`src/sv/glcap_pkg.sv`:
```
// shared codes and types for the growable list block
// no dependencies; imported by every module of the block
package glcap_pkg;

    // request operation codes
    localparam logic [2:0] OP_APPEND = 3'd0;
    localparam logic [2:0] OP_GET    = 3'd1;
    localparam logic [2:0] OP_SET    = 3'd2;
    localparam logic [2:0] OP_INSERT = 3'd3;
    localparam logic [2:0] OP_POP    = 3'd4;
    localparam logic [2:0] OP_CLEAR  = 3'd5;

    // response status codes
    localparam logic [1:0] ST_OK    = 2'd0;
    localparam logic [1:0] ST_RANGE = 2'd1;
    localparam logic [1:0] ST_FULL  = 2'd2;
    localparam logic [1:0] ST_EMPTY = 2'd3;

    // width of the external position and length fields
    localparam int POS_W = 11;

    // command broadcast from the controller to every cell
    typedef struct packed {
        logic write;   // overwrite the cell at the selected index
        logic insert;  // write at the selected index, move later cells up
        logic load;    // load the read chain from the selected cell
    } cell_cmd_t;

endpackage

```
`src/sv/glcap_cell.sv`:
```
// one element cell of the list chain: element register plus one read-chain stage
// depends on glcap_pkg for the cell command struct
module glcap_cell
    import glcap_pkg::*;
#(
    parameter int EW  = 32,
    parameter int LW  = 11,
    parameter int IDX = 0
)
(
    input  logic          clk,
    input  cell_cmd_t     cmd,
    input  logic [LW-1:0] sel_idx,
    input  logic [LW-1:0] bound,
    input  logic [EW-1:0] wdata,
    input  logic [EW-1:0] prev_data,
    input  logic [EW-1:0] chain_in,
    output logic [EW-1:0] data,
    output logic [EW-1:0] chain_out
);

    localparam logic [LW-1:0] MY_IDX = LW'(IDX);

    logic [EW-1:0] data_reg;
    logic [EW-1:0] data_next;
    logic [EW-1:0] chain_reg;
    logic [EW-1:0] chain_next;
    logic          hit;
    logic          in_span;

    // index decode for this cell
    assign hit     = (sel_idx == MY_IDX);
    assign in_span = (MY_IDX > sel_idx) && (MY_IDX <= bound);

    // element update: direct write, or take the lower neighbor on insert
    always_comb
    begin
        data_next = data_reg;
        if ((cmd.write || cmd.insert) && hit)
        begin
            data_next = wdata;
        end
        else if (cmd.insert && in_span)
        begin
            data_next = prev_data;
        end
    end

    // read chain: load the selected element, otherwise move one cell down
    always_comb
    begin
        if (cmd.load)
        begin
            chain_next = hit ? data_reg : '0;
        end
        else
        begin
            chain_next = chain_in;
        end
    end

    always_ff @(posedge clk)
    begin
        data_reg  <= data_next;
        chain_reg <= chain_next;
    end

    assign data      = data_reg;
    assign chain_out = chain_reg;

endmodule

```
`config.mk`:
```
export PLATFORM = sky130hd
export DESIGN_NAME = glcap_cell
export DESIGN_NICKNAME = d
export VERILOG_FILES = /design/src/sv/glcap_pkg.sv /design/src/sv/glcap_cell.sv
export SDC_FILE = /design/constraint.sdc
export NUM_CORES = 1
export LEC_CHECK = 0
export ABC_AREA = 1
export BUFFER_PORTS_ARGS = -buffer_cell sky130_fd_sc_hd__buf_2
export CAP_MARGIN = 20
export CORE_MARGIN = 5
export CORE_UTILIZATION = 37
export CTS_BUF_LIST = sky130_fd_sc_hd__clkbuf_8
export DETAILED_ROUTE_END_ITERATION = 8
export PLACE_DENSITY = 0.7
export SKIP_LAST_GASP = 1
export SLEW_MARGIN = 20
export SYNTH_ARGS = -nofsm -noshare
export SYNTH_HDL_FRONTEND = slang
export SYNTH_SLANG_ARGS = --single-unit
```
`constraint.sdc`:
```
create_clock -name clk -period 4.6 [get_ports clk]
set_clock_uncertainty 0.15 [all_clocks]
set_input_delay 0.46 -clock clk [delete_from_list [all_inputs] [get_ports clk]]
set_output_delay 0.46 -clock clk [all_outputs]
set_load 0.01 [all_outputs]
```
Yosys cells after proc, flatten, opt, wreduce, memory -nomap -nowiden
Index checks and enable logic that the tools add are counted.
{"block": "totals", "out_inout_bits": 64, "inputBits": 122, "ff_bits": 64, "elab_cells": 14}
{"block": "op_classes", "mux": 4, "magnitude_cmp": 2, "reduce_logical": 6}
{"cell": "2-to-1 mux 32 bit", "count": 4}
{"cell": "> comparator 1 x 11 -> 1 bit, first input constant", "count": 1}
{"cell": "<= comparator 1 x 11 -> 1 bit, first input constant", "count": 1}
{"cell": "zero test 11 bit", "count": 1}
{"cell": "logical AND 1 bit", "count": 3}
{"cell": "nonzero test 2 bit", "count": 1}
{"cell": "logical OR 1 bit", "count": 1}

Longest topological paths before layout
{"block": "depth", "word_depth": 5, "mapped_depth": 7, "mapped_depth_nobuf": 6}

Worst setup path after synthesis
OpenSTA, ideal clock, no wires.
{"block": "synth_path", "path_type": "input-to-reg", "start": "input port sel_idx[6]", "end": "register data_reg[0], in the netlist data[0] (enable)", "required_time_ns": 4.063, "path_buffers": 1, "t_arrival_ns": 1.733, "path_slack_ns": 2.331, "stages": 6, "path_cell_list": "nor2_1 > nand2_1 > nor2_4 > nand3_2 > buf_2 > inv_1"}
{"block": "synth_between", "elab_chain_len": 4, "word_cells_on_any_way": 6, "cone_classes": "order compare: 1; reduce/logical: 5"}
{"element": "start, declared", "line": "glcap_cell.sv:13", "source": "input logic [LW-1:0] sel_idx,"}
{"element": "> comparator 1 x 11 -> 1 bit", "line": "glcap_cell.sv:33", "source": "assign in_span = (MY_IDX > sel_idx) && (MY_IDX <= bound);"}
{"element": "logical AND 1 bit", "line": "glcap_cell.sv:33"}
{"element": "logical AND 1 bit", "line": "glcap_cell.sv:43", "source": "else if (cmd.insert && in_span)"}
{"element": "nonzero test 2 bit (no line) *"}
{"element": "end signal, assigned", "line": "glcap_cell.sv:64", "source": "data_reg <= data_next;"}
{"element": "end, declared", "line": "glcap_cell.sv:24", "source": "logic [EW-1:0] data_reg;"}
Every way passes the cells marked *; elsewhere a longest branch is shown, timed or not.
A chain may end at the register's enable or synchronous reset.

Worst setup path after layout
{"block": "layout_path", "start": "input port sel_idx[1]", "end": "register data_reg[26], in the netlist data[26] (enable)"}
Same word-level chain as after synthesis.

==> flow_summary.json <==
{
  "outcome": "finished, final reports clean",
  "start_util_pct": 38.39,
  "max_stage_delay_ns": 0.38,
  "path_class": "primary input to flop",
  "worstRegToRegCells": 2,
  "fin_nets": 584,
  "end_kind": "flop",
  "pwr-share-clk_pct": 39.0,
  "hold_viol": 0,
  "rows": 30,
  "hp-class": "primary input to flop",
  "yosys.area.top_type": "edfxtp_1",
  "power.switching_mw": 0.2829,
  "die_area_um2": 8872,
  "drive_gt1_share_pct": 42.61,
  "internal_power_mw": 0.9203,
  "area_growth_pct": 43.51,
  "ctsHoldBuffers": 0,
  "slew_headroom_pct": 35.67,
  "antenna_found_initial": 0,
  "critPathLaunchType": "primary input",
  "fp.dieW_um": 94.19,
  "switching_share_pct": 23.51,
  "ys_ff_latch": 64,
  "grt_max_degree": 35,
  "drtAntennaViolNets": 0,
  "drt_iter0_drc": 88,
  "worstReg2RegEnd": "chain_out[0]",
  "clockBufferDepth": 2,
  "rrSetupSlack_ns": 3.75,
  "rsz0062_at_grt": "false",
  "leakage_nw": 1.879,
  "setup_viol": 0,
  "wl_per_cell_um": 14.21,
  "arrival_ns": 2.14,
  "io_buffer_count": 174,
  "dr.pass1.iters": 4,
  "crit_chain": "buf_2 > nor3_4 > buf_4 > nand3_2 > buf_4 > inv_1 > buf_4",
  "finalCriticalPeriod_ns": 2.315,
  "clkTransAtPathRegs_ns": 0.08,
  "grt_pass1_wl_um": 12210,
  "syn_avg_cell_area_um2": 8.951,
  "cts-resized-gates": 0,
  "hold_path_end": "chain_out[0]",
  "worst_pin_slew_ns": 0.9639,
  "place_hpwl_um": 6029,
  "whs_path_depth": 3,
  "setup_tns_ns": 0,
  "drc": 0,
  "fp.dieH_um": 94.19,
  "numCtsBuffers": 9,
  "crit_fanout": 33,
  "slowest_stage": "buf_4",
  "powerDensity_nw_per_um2": 319.7,
  "yosys.area.top_type_share_pct": 36.64,
  "gp_congestion": 0.8362,
  "clk_latency_ns": 0.32,
  "cts.root.buffer_cell": "clkbuf_8",
  "max-cap-violations": 0,
  "syn-num-nets": 415,
  "clock-sinks": 64,
  "vdd_drop_max_v": 0.0001111,
  "first_global_vias": 2525,
  "comb_power_share_pct": 9.9,
  "netlist_area_um2": 2623,
  "cts_setup_buffers": 0,
  "drv_slew": 0,
  "final_cells": 563,
  "r2r_start": "data[0]",
  "dpl.cell_count": 546,
  "diodes": 0,
  "htree_levels": 3,
  "track_usage_pct": 17.96,
  "period_share_pct": 50.34,
  "fillers": 678,
  "seq_power_share_pct": 51.1,
  "io_pins": 186,
  "hp-start": "chain_in[0]",
  "core_area_um2": 6832,
  "viasPerCell": 4.639,
  "yosysWarnings": 0,
  "cp_data_required_time_ns": 4.43,
  "yosys-top-cells-area": "edfxtp_1 37%, dfxtp_1 24%, nand2_1 19%, nand4_1 7.6%, o21ai_1 5.7%",
  "max_freq_mhz": 431.9,
  "routed_wl_um": 8002,
  "synthCells": 293,
  "ys_types": 13,
  "seq_area_frac_synth_pct": 61.07,
  "vias": 2612,
  "cp_common_cell": "buf_4",
  "overflow": 0,
  "cts_tree": "built"
}
## cell usage after synthesis
master and number:
nand4_1 32, o21ai_0 2, dfxtp_1 32, buf_2 12, inv_1 4, edfxtp_1 32, nor3_4 1, nand3_2 1
o21ai_1 30, nor2_1 4, nor2_4 1, clkbuf_1 10, nand2_1 132
## how the worst max path moves through the flow
stage | slack (ns) | cells past startpoint | end | startpoint
floorplan | 2.33 | 6 | data[0] | sel_idx[6]
global placement | 1.97 | 7 | data[22] | sel_idx[1]
detailed placement | 1.91 | 5 | chain_out[31] | sel_idx[1]
CTS | 2.27 | 5 | chain_out[31] | sel_idx[1]
global route | 2.18 | 7 | data[2] | sel_idx[1]
finish | 2.28 | 7 | data[26] | sel_idx[1]
## cell families after synthesis
group / after synthesis / synth area share (%)
and+or+nand+nor: 171 / 28.53
buffers and inverters: 26 / 4.294
DFF: 64 / 61.07
AOI/OAI and AO/OA: 32 / 6.107
## metal layers
layer	up-vias	wire [um]	part of all wire (%)	global-route usage (%)
met4	0	72	0.90	7.702
met3	7	687	8.6	4.888
met5	-	0	0	0
li1	1331	-	-	-
met1	1156	3091	39	20.18
met2	118	4150	52	31.68
## per-stage QoR
stage / hold slack, ns / setup WS, ns / total power [mW] / util (%) / instance area [um2]
floorplan: 0.4227 / 2.331 / 0.6773 / - / 2623
global placement: 0.3600 / 1.971 / 0.7458 / 52.01 / 3553
detailed placement: 0.3674 / 1.906 / 0.7483 / 52.01 / 3553
CTS: 0.1586 / 2.266 / 1.220 / 54.87 / 3749
global route: 0.1516 / 2.183 / 1.262 / 55.09 / 3764
finish: 0.1799 / 2.285 / 1.203 / 55.09 / 3764
## power by group through the flow
stage	clock, mW	combinational [mW]	sequential (mW)
floorplan	0	0.0402	0.637
global placement	0	0.118	0.628
detailed placement	0	0.120	0.629
CTS	0.484	0.120	0.616
global route	0.512	0.133	0.617
finish	0.469	0.119	0.615
## worst max-delay path: cells and delay by family
| kind | cells | cell delay (ns) |
|---|---|---|
| buf+inv | 5 | 1.20 |
| simple gates | 2 | 0.47 |
## layout make-up
type | instances | area (um2) | share of cell area (%)
clock inverters | 7 | 71.32 | 1.895
repair buffers | 180 | 923.4 | 24.53
well taps | 96 | 120.1 | 3.191
clock buffers | 9 | 123.9 | 3.291
multi-input cells | 203 | 908.4 | 24.14
inverters | 4 | 15.01 | 0.3989
flip-flops and latches | 64 | 1602 | 42.55
## cell usage in the layout, fill, tap and decap left out
cell	Yosys	final
clkinv_2	0	2
inv_4	0	1
edfxtp_1	32	32
clkinvlp_4	0	1
nor2_1	4	4
nand2_1	132	132
o21ai_1	30	30
bufinv_16	0	1
clkbuf_8	0	9
nor2_4	1	1
dfxtp_1	32	32
nand3_2	1	1
nand4_1	32	32
buf_8	0	1
clkinv_4	0	2
buf_4	0	5
inv_1	4	4
o21ai_0	2	2
nor3_4	1	1
buf_2	12	174
No activity file was read; power rests on OpenSTA's default activity.
