===== src/sv/glcap_pkg.sv =====
// shared codes and types for the growable list block
// no dependencies; imported by every module of the block
package glcap_pkg;

    // request operation codes
    localparam logic [2:0] OP_APPEND = 3'd0;
    localparam logic [2:0] OP_GET    = 3'd1;
    localparam logic [2:0] OP_SET    = 3'd2;
    localparam logic [2:0] OP_INSERT = 3'd3;
    localparam logic [2:0] OP_POP    = 3'd4;
    localparam logic [2:0] OP_CLEAR  = 3'd5;

    // response status codes
    localparam logic [1:0] ST_OK    = 2'd0;
    localparam logic [1:0] ST_RANGE = 2'd1;
    localparam logic [1:0] ST_FULL  = 2'd2;
    localparam logic [1:0] ST_EMPTY = 2'd3;

    // width of the external position and length fields
    localparam int POS_W = 11;

    // command broadcast from the controller to every cell
    typedef struct packed {
        logic write;   // overwrite the cell at the selected index
        logic insert;  // write at the selected index, move later cells up
        logic load;    // load the read chain from the selected cell
    } cell_cmd_t;

endpackage


===== src/sv/glcap_policy.sv =====
// capacity rule: keep, grow with over-allocation, shrink, or zero when empty
// depends on glcap_pkg (imported for consistency of the block)
module glcap_policy
    import glcap_pkg::*;
#(
    parameter int LW = 11,
    parameter int CW = 11
)
(
    input  logic [LW-1:0] cur_len,
    input  logic [CW-1:0] cur_cap,
    input  logic [LW-1:0] new_len,
    output logic [CW-1:0] new_cap
);

    logic [CW-1:0] n_x;
    logic [CW-1:0] grow_sum;
    logic [CW-1:0] shrink_sum;
    logic          keep;

    assign n_x        = CW'(new_len);
    assign keep       = (cur_cap >= n_x) && (n_x >= (cur_cap >> 1));
    assign grow_sum   = n_x + (n_x >> 3) + CW'(6);
    assign shrink_sum = n_x + CW'(3);

    // pick the capacity for the new length
    always_comb
    begin
        if (keep)
        begin
            new_cap = cur_cap;
        end
        else if (new_len == '0)
        begin
            new_cap = '0;
        end
        else if (new_len > cur_len)
        begin
            new_cap = {grow_sum[CW-1:2], 2'b00};
        end
        else
        begin
            new_cap = {shrink_sum[CW-1:2], 2'b00};
        end
    end

endmodule


===== config.mk =====
export PLATFORM = sky130hd
export DESIGN_NAME = glcap_policy
export DESIGN_NICKNAME = d
export VERILOG_FILES = /design/src/sv/glcap_pkg.sv /design/src/sv/glcap_policy.sv
export SDC_FILE = /design/constraint.sdc
export NUM_CORES = 1
export LEC_CHECK = 0
export BUFFER_PORTS_ARGS = -buffer_cell sky130_fd_sc_hd__buf_4
export CAP_MARGIN = 20
export CELL_PAD_IN_SITES_DETAIL_PLACEMENT = 2
export CELL_PAD_IN_SITES_GLOBAL_PLACEMENT = 2
export CORE_AREA = 2 2 83 69
export DETAILED_ROUTE_END_ITERATION = 8
export DIE_AREA = 0 0 85 71
export PLACE_DENSITY = 0.91
export SYNTH_ARGS = -nofsm -noshare
export SYNTH_HDL_FRONTEND = slang
export SYNTH_SLANG_ARGS = --single-unit
export TNS_END_PERCENT = 30

===== constraint.sdc =====
create_clock -name vclk -period 3.6
set_input_delay 0.54 -clock vclk [all_inputs]
set_output_delay 0.54 -clock vclk [all_outputs]
set_load 0.05 [all_outputs]

* Yosys cells after proc, flatten, opt, wreduce, memory -nomap -nowiden
Index checks and enable logic that the tools add are counted.
Storage, ports and cells: logic and storage cells 11, output and inout port bits 11, bits of input ports 33, register bits after elaboration 0
Cells by class: muxes and demuxes 3, magnitude comparators 3, $add $sub $neg 3, reductions and logical operators 2
Operators with widths (count):
- $mux W11 | 3
- $add A11 B2 Y11 const B | 1
- $add A11 B3 Y11 const B | 1
- $add A11 B8 Y11 | 1
- $ge A11 B10 Y1 | 1
- $ge A11 B11 Y1 | 1
- $gt A11 B11 Y1 | 1
- $logic_not A11 Y1 | 1
- $logic_and A1 B1 Y1 | 1

* Longest topological paths before layout
Gate-level depths: netlist (run 1).
depth in word-level cells 5, mapped depth 11, gate-level depth less buffers 11

* Worst setup path before layout (run 1)
Ideal clock, no wire load.
path kind input to output, start point in new_len[4], end point out new_cap[5], buffers on the path 0, cell stages on the path 9, arrival time 3672 ps, path slack -612 ps, required time 3060 ps, cells stage by stage inv_1 ha_1 or3_1 fa_1 nor2b_1 o21ai_0 a21oi_1 nor2_1 o41ai_1
Between the ends: longest elaborated chain between the ends 5, elaborated cells on any way between the ends 11, classes of those cells add/sub: 3; order compare: 3; mux: 3; reduce/logical: 2
Ends and longest elaborated chain:
- start: declaration | line glcap_policy.sv:12 | input logic [LW-1:0] new_len,
- $add A11 B8 Y11 | line glcap_policy.sv:23 | assign grow_sum = n_x + (n_x >> 3) + CW'(6);
- $add A11 B3 Y11 | line glcap_policy.sv:23
- $mux W11 | line glcap_policy.sv:37 | else if (new_len > cur_len)
- $mux W11 | line glcap_policy.sv:33 | else if (new_len == '0)
- $mux W11 (*) | line glcap_policy.sv:29 | if (keep)
- end: declaration | line glcap_policy.sv:13 | output logic [CW-1:0] new_cap
Every way passes the cells marked *; elsewhere a longest branch is shown, timed or not.

* Worst setup path after layout (run 1)
start point in new_len[1], end point out new_cap[7]
The elaborated chain is that of the path after synthesis.

==> impl_results.md, run 1 <==
* Status: finished clean
* Synthesized-area fraction occupied by adder cells at 0.382
* Critical path data arrival time at 3030 ps
* RePlAce Congestion at 0.815
* DRT Pass-1 Iters at 4
* Ports at 44
* Crit path max fanout at 2
* Starting Density at 0.297
* Drt via density at 5.41
* Hold Path Stages at 3
* Via count at 1776
* Overall Global Routing Usage at 0.190
* Vias in the first global route at 1937
* Main area contributors after synthesis: ha_1, inv_1, xnor2_1, o21ai_0, nor2_1
* Row count at 24
* Worst min path class: input port to primary output
* Max Fclk at 280 MHz
* Mapped cell area at 1560 sq um
* Post-DP HPWL at 5.03 mm
* Final Util at 0.400
* Area Growth Syn to Fin at 34.7%
* Pins Over Slew Limit at 0
* Hold WS at 1460 ps
* Crit start category: input port
* Final nets at 345
* Syn Inst Count at 209
* Clk pwr share at 0
* Switching part of the total power at 0.590
* PD cells at 224 nW/um^2
* Post-Synth Simple-Gate Area at 0.175
* Core area at 5260 sq um
* Synth cell count leaders: ha_1, inv_1, nor2_1
* Ys Warns at 0
* Antenna cells at 0
* Placed cell area at 2020 sq um
* Compound-Gate Fraction of Synth Area at 0.258
* Period minus WS final at 3570 ps
* # DRC at 0
* Hold Crit Start: cur_cap[0]
* Setup ws final at 34.1 ps
* Port Buffers at 44
* Die area at 6040 sq um
* Largest net degree at the start of global routing at 12
* VDD IR max at 0.162 mV
* # setup viols final at 0
* Tcrit/Tclk final at 0.991
* Worst Path Required at 3060 ps
* LEAKAGE at 0.00113 uW
* Register area share after synthesis at 0
* Final ANT Viol Nets at 0
* Post-synth cell types at 52
* Initial antenna violation count at 0
* Maxcap violations at 0
* Worst Hold Path EP: new_cap[0]
* Register Area at 0 sq um
* Count of final hold-check violations at 0
* Critical path type: input port to primary output
* Library cell with the highest instance count after synthesis: ha_1
* Clock buffers at 0
* Chip width at 85 um
* Drt wl/cell at 18.3 um
* Layout cells sized above 1 at 0.297
* Pre-CTS setup slack at -111 ps
* CP endpoint kind: primary output
* Synthesized Nets at 289
* Internal Power at 193 uW
* Initial DRC Count at 55
* Flop pwr share at 0
* Slew margin rel. at 0.604
* Final instance area at 2100 sq um
* NetSw at 278 uW
* Syn Area/Cell at 7.47 sq um
* Largest family of logic cells by synthesized area: adder cells
* First-pass GRT wire length at 9.40 mm
* Combinational power share at 1.000
* Yosys top cell by area: ha_1
* Synth Area in XOR/XNOR at 0.0674
* Share of the synthesized area in the top cell type at 0.369
* Seq Cell Count at 0
* Die height at 71 um
* Routed WL at 6.02 mm
* Mux cell area share after synthesis at 0.0233
* Slew @ Worst Pin at 589 ps
* Grt total ovfl at 0
through the flow:
step	instances	setup TNS (ps)	power (uW)
final	328	0	471
after global routing	328	-40.1	508
after CTS	324	-14.4	452
after detailed placement	323	-122	441
after global placement	323	-33.6	419
after floorplan	209	-560	292
per-layer routing:
layer / wire, um / vias up / track usage
met1: 2600 / 865 / 0.235
met3: 202 / 4 / 0.00700
met4: 48 / 0 / 0.0141
li1: - / 867 / -
met5: 0 / - / 0
met2: 3170 / 40 / 0.377
timing repair:
item                                    in CTS  in global routing
pin swaps                                    1                  3
resized for setup                            6                  6
cloned                                       0                  0
setup buffers                                1                  4
hold buffers                                 0                  0
endpoints found under the setup margin       4                  8
logic make-up (layout without fill, tap and decap cells):
group,Yosys count,count (layout)
muxes,3,3
buffers and inverters,37,91
adders and majority gates,47,47
and+or+nand+nor,53,53
AOI/OAI and AO/OA,57,57
xor gates and xnor gates,12,12
layout by cell type, fill, tap and decap left out, types with 2 or more instances in the layout:
cell type,instances
xor2_1,2
nand2_1,10
o31ai_1,2
nor4_1,2
nor3_1,3
nand2b_1,2
ha_1,45
a21oi_1,9
o21ai_0,11
buf_4,55
or2_2,2
inv_1,33
nand4_1,3
a21o_1,4
nand3_1,5
o21a_1,4
nor2_1,14
xnor2_1,10
and2_1,2
a211oi_1,4
a22o_1,2
a21o_2,3
cell type report:
cell class / instances / area [sq um]
Multi-Input combinational cell: 172 / 1460
Fill cell: 624 / 3150
Timing Repair Buffer: 56 / 424
Inverter: 35 / 134
Tap cell: 65 / 81.3
critical path, stage by stage:
cell and delay, ps:
buf_4 130, inv_4 70, ha_4 200, or3_4 380
fa_2 360, nor2b_2 150, o31a_1 180, nor2_1 80
o21ba_2 210, xnor2_1 120, mux2_4 260, a22o_1 190
buf_6 150
power groups by stage:
stage | Clock, uW | Sequential, uW | Combinational (uW)
finish | 0 | 0 | 471
global route | 0 | 0 | 508
CTS | 0 | 0 | 452
detailed placement | 0 | 0 | 441
global placement | 0 | 0 | 419
floorplan | 0 | 0 | 292
how the worst max path moves through the flow:
stage / to / slack, ps / cells after the start / from
floorplan: new_cap[9] / -320 / 11 / new_len[4]
global placement: new_cap[7] / -30 / 13 / new_len[1]
global route: new_cap[7] / -30 / 13 / new_len[1]
CTS: new_cap[7] / -10 / 13 / new_len[1]
detailed placement: new_cap[7] / -110 / 13 / new_len[1]
finish: new_cap[7] / 30 / 13 / new_len[1]
No activity file was read; power rests on OpenSTA's default activity.
==> inputs of run 2 (changes only) <==
--- a/config.mk
+++ b/config.mk
@@ -7,3 +7,3 @@
 export LEC_CHECK = 0
-export BUFFER_PORTS_ARGS = -buffer_cell sky130_fd_sc_hd__buf_4
+export BUFFER_PORTS_ARGS = -buffer_cell sky130_fd_sc_hd__buf_2
 export CAP_MARGIN = 20
@@ -15,2 +15,3 @@
 export PLACE_DENSITY = 0.91
+export SKIP_LAST_GASP = 1
 export SYNTH_ARGS = -nofsm -noshare
==> constraint.sdc (replaced) <==
create_clock -name vclk -period 3.6
set_input_delay 0.36 -clock vclk [all_inputs]
set_output_delay 0.36 -clock vclk [all_outputs]
set_load 0.05 [all_outputs]
==> impl_results.md, run 2 (synthesized netlist as in run 1, its figures left out) <==
* Status: finished clean
* Placed cell area at 1880 sq um (-7.0%)
* Period minus WS final at 3420 ps (-142 ps)
* Flop pwr share at 0 (unchanged)
* Crit path max-delay family: adder cells
* Slew @ Worst Pin at 553 ps (-36.3 ps)
* Most frequent cells in the layout: ha_1, buf_2, inv_1
* Seq Cell Count at 0 (unchanged)
* First-pass GRT wire length at 9.11 mm (-3.1%)
* Die height at 71 um (unchanged)
* Switching part of the total power at 0.636 (+0.0455)
* Initial DRC Count at 47 (-15%)
* Drt wl/cell at 16.8 um (-8.5%)
* Worst min path class: input port to primary output
* Ports at 44 (unchanged)
* # DRC at 0 (unchanged)
* Core area at 5260 sq um (unchanged)
* Most frequent CP cell: buf_2
* Antenna cells at 0 (unchanged)
* Overall Global Routing Usage at 0.183 (-0.00727)
* Final Non-Filler Cells at 319 (-2.7%)
* Total Power at 408 uW (-13%)
* Clk pwr share at 0 (unchanged)
* Crit start category: input port
* Multi-input logic area at 1420 sq um (-2.7%)
* PD cells at 217 nW/um^2 (-3.0%)
* Most common cell after layout, fill and taps aside: ha_1
* Vias in the first global route at 1852 (-4.4%)
* Crit. Startpoint: new_len[1]
* Final ANT Viol Nets at 0 (unchanged)
* CP Cell Sequence: buf_2, inv_1, ha_1, or3_1, fa_1, nor2b_2, o31a_1, nor2_1, o21ba_2, xnor2_1, mux2_4, a22o_1, buf_2
* RSZ-0062 raised after global routing: false
* CP endpoint kind: primary output
* Grt total ovfl at 0 (unchanged)
* Worst path bufs/invs at 3 (unchanged)
* Maxcap violations at 0 (unchanged)
* Crit path largest cell delay at 430 ps (+50 ps)
* Tcrit/Tclk final at 0.951 (-0.0395)
* Chip width at 85 um (unchanged)
* VDD IR max at 0.134 mV (-17%)
* Worst Hold Path EP: new_cap[10]
* Layout cells sized above 1 at 0.240 (-0.0564)
* Starting Density at 0.297 (unchanged)
* Drt via density at 5.31 (-1.9%)
* Worst Path Required at 3240 ps (+180 ps)
* Critical path type: input port to primary output
* Combinational power share at 1.000 (about the same)
* Register Area at 0 sq um (unchanged)
* Final nets at 336 (-2.6%)
* Via count at 1694 (-4.6%)
* Crit path max fanout at 5 (+3)
* Clock buffers at 0 (unchanged)
* Slowest stage cell, crit path: fa_1
* Routed WL at 5.35 mm (-11%)
* Count of final hold-check violations at 0 (unchanged)
* Largest net degree at the start of global routing at 17 (+5)
* Row count at 24 (unchanged)
* Slew margin rel. at 0.627 (+0.0239)
* RePlAce Congestion at 0.813 (-0.25%)
* Internal Power at 149 uW (-23%)
* Max Fclk at 292 MHz (+4.2%)
* Cts hold-fix bufs at 0 (unchanged)
* Post-DP HPWL at 4.80 mm (-4.4%)
* Pins Over Slew Limit at 0 (unchanged)
* Setup TNS at 0 ps (unchanged)
* Die area at 6040 sq um (unchanged)
* Initial antenna violation count at 0 (unchanged)
* Post-Place Cells at 319 (-1.2%)
* Filler Cells Inserted at 653 (+4.6%)
* Final instance area at 1880 sq um (-11%)
* NetSw at 259 uW (-6.7%)
* Port Buffers at 44 (unchanged)
* Hold Crit Start: cur_cap[10]
* DRT Pass-1 Iters at 4 (unchanged)
* Hold Path Stages at 4 (+1)
* # setup viols final at 0 (unchanged)
* Area Growth Syn to Fin at 20.4%
* LEAKAGE at 0.00104 uW (-7.8%)
* Critical path data arrival time at 3060 ps (+30 ps)
[run 2: cell types whose count changed in the layout (fill, tap and decap cells not counted), sizes merged]
| cell | previous run | this run |
|---|---|---|
| buf | 56 | 47 |
[run 2: metal layers]
| layer | vias up | GRT usage | share of wire |
|---|---|---|---|
| li1 | 845 | - | - |
| met1 | 812 | 0.248 | 0.47 |
| met2 | 37 | 0.341 | 0.49 |
| met3 | 0 | 0.00583 | 0.036 |
| met4 | 0 | 0.00353 | 0 |
| met5 | - | 0 | 0 |
[run 2: area by class of cell]
| cell class | count | area share |
|---|---|---|
| repair buffers | 47 | 0.129 |
| well taps | 65 | 0.0433 |
| multi-input cells | 172 | 0.757 |
| inverters | 35 | 0.0700 |
[run 2: worst max path at each step]
stage | to | depth (start not counted)
6_report | new_cap[7] | 13
2_1_floorplan | new_cap[9] | 11
5_1_grt | new_cap[7] | 13
3_5_place_dp | new_cap[7] | 13
4_1_cts | new_cap[7] | 13
3_3_place_gp | new_cap[7] | 13
[run 2: repair_timing]
action | in CTS | in global routing
endpoints found under the setup margin | 0 | 1
buffers inserted | 0 | 0
gates resized for setup | 0 | 1
[run 2: metrics by stage]
step	setup WS, ps	hold WS, ps	util
after global placement	262	1150	0.357
final	176	1140	0.357
after global routing	28.6	1160	0.357
after detailed placement	137	1150	0.357
after CTS	129	1150	0.357
after floorplan	38.9	951	-
[run 2: power by group through the flow]
stage               clock network, uW  logic, uW  registers, uW
floorplan                           0        292              0
global placement                    0        390              0
detailed placement                  0        409              0
CTS                                 0        412              0
global route                        0        450              0
finish                              0        408              0
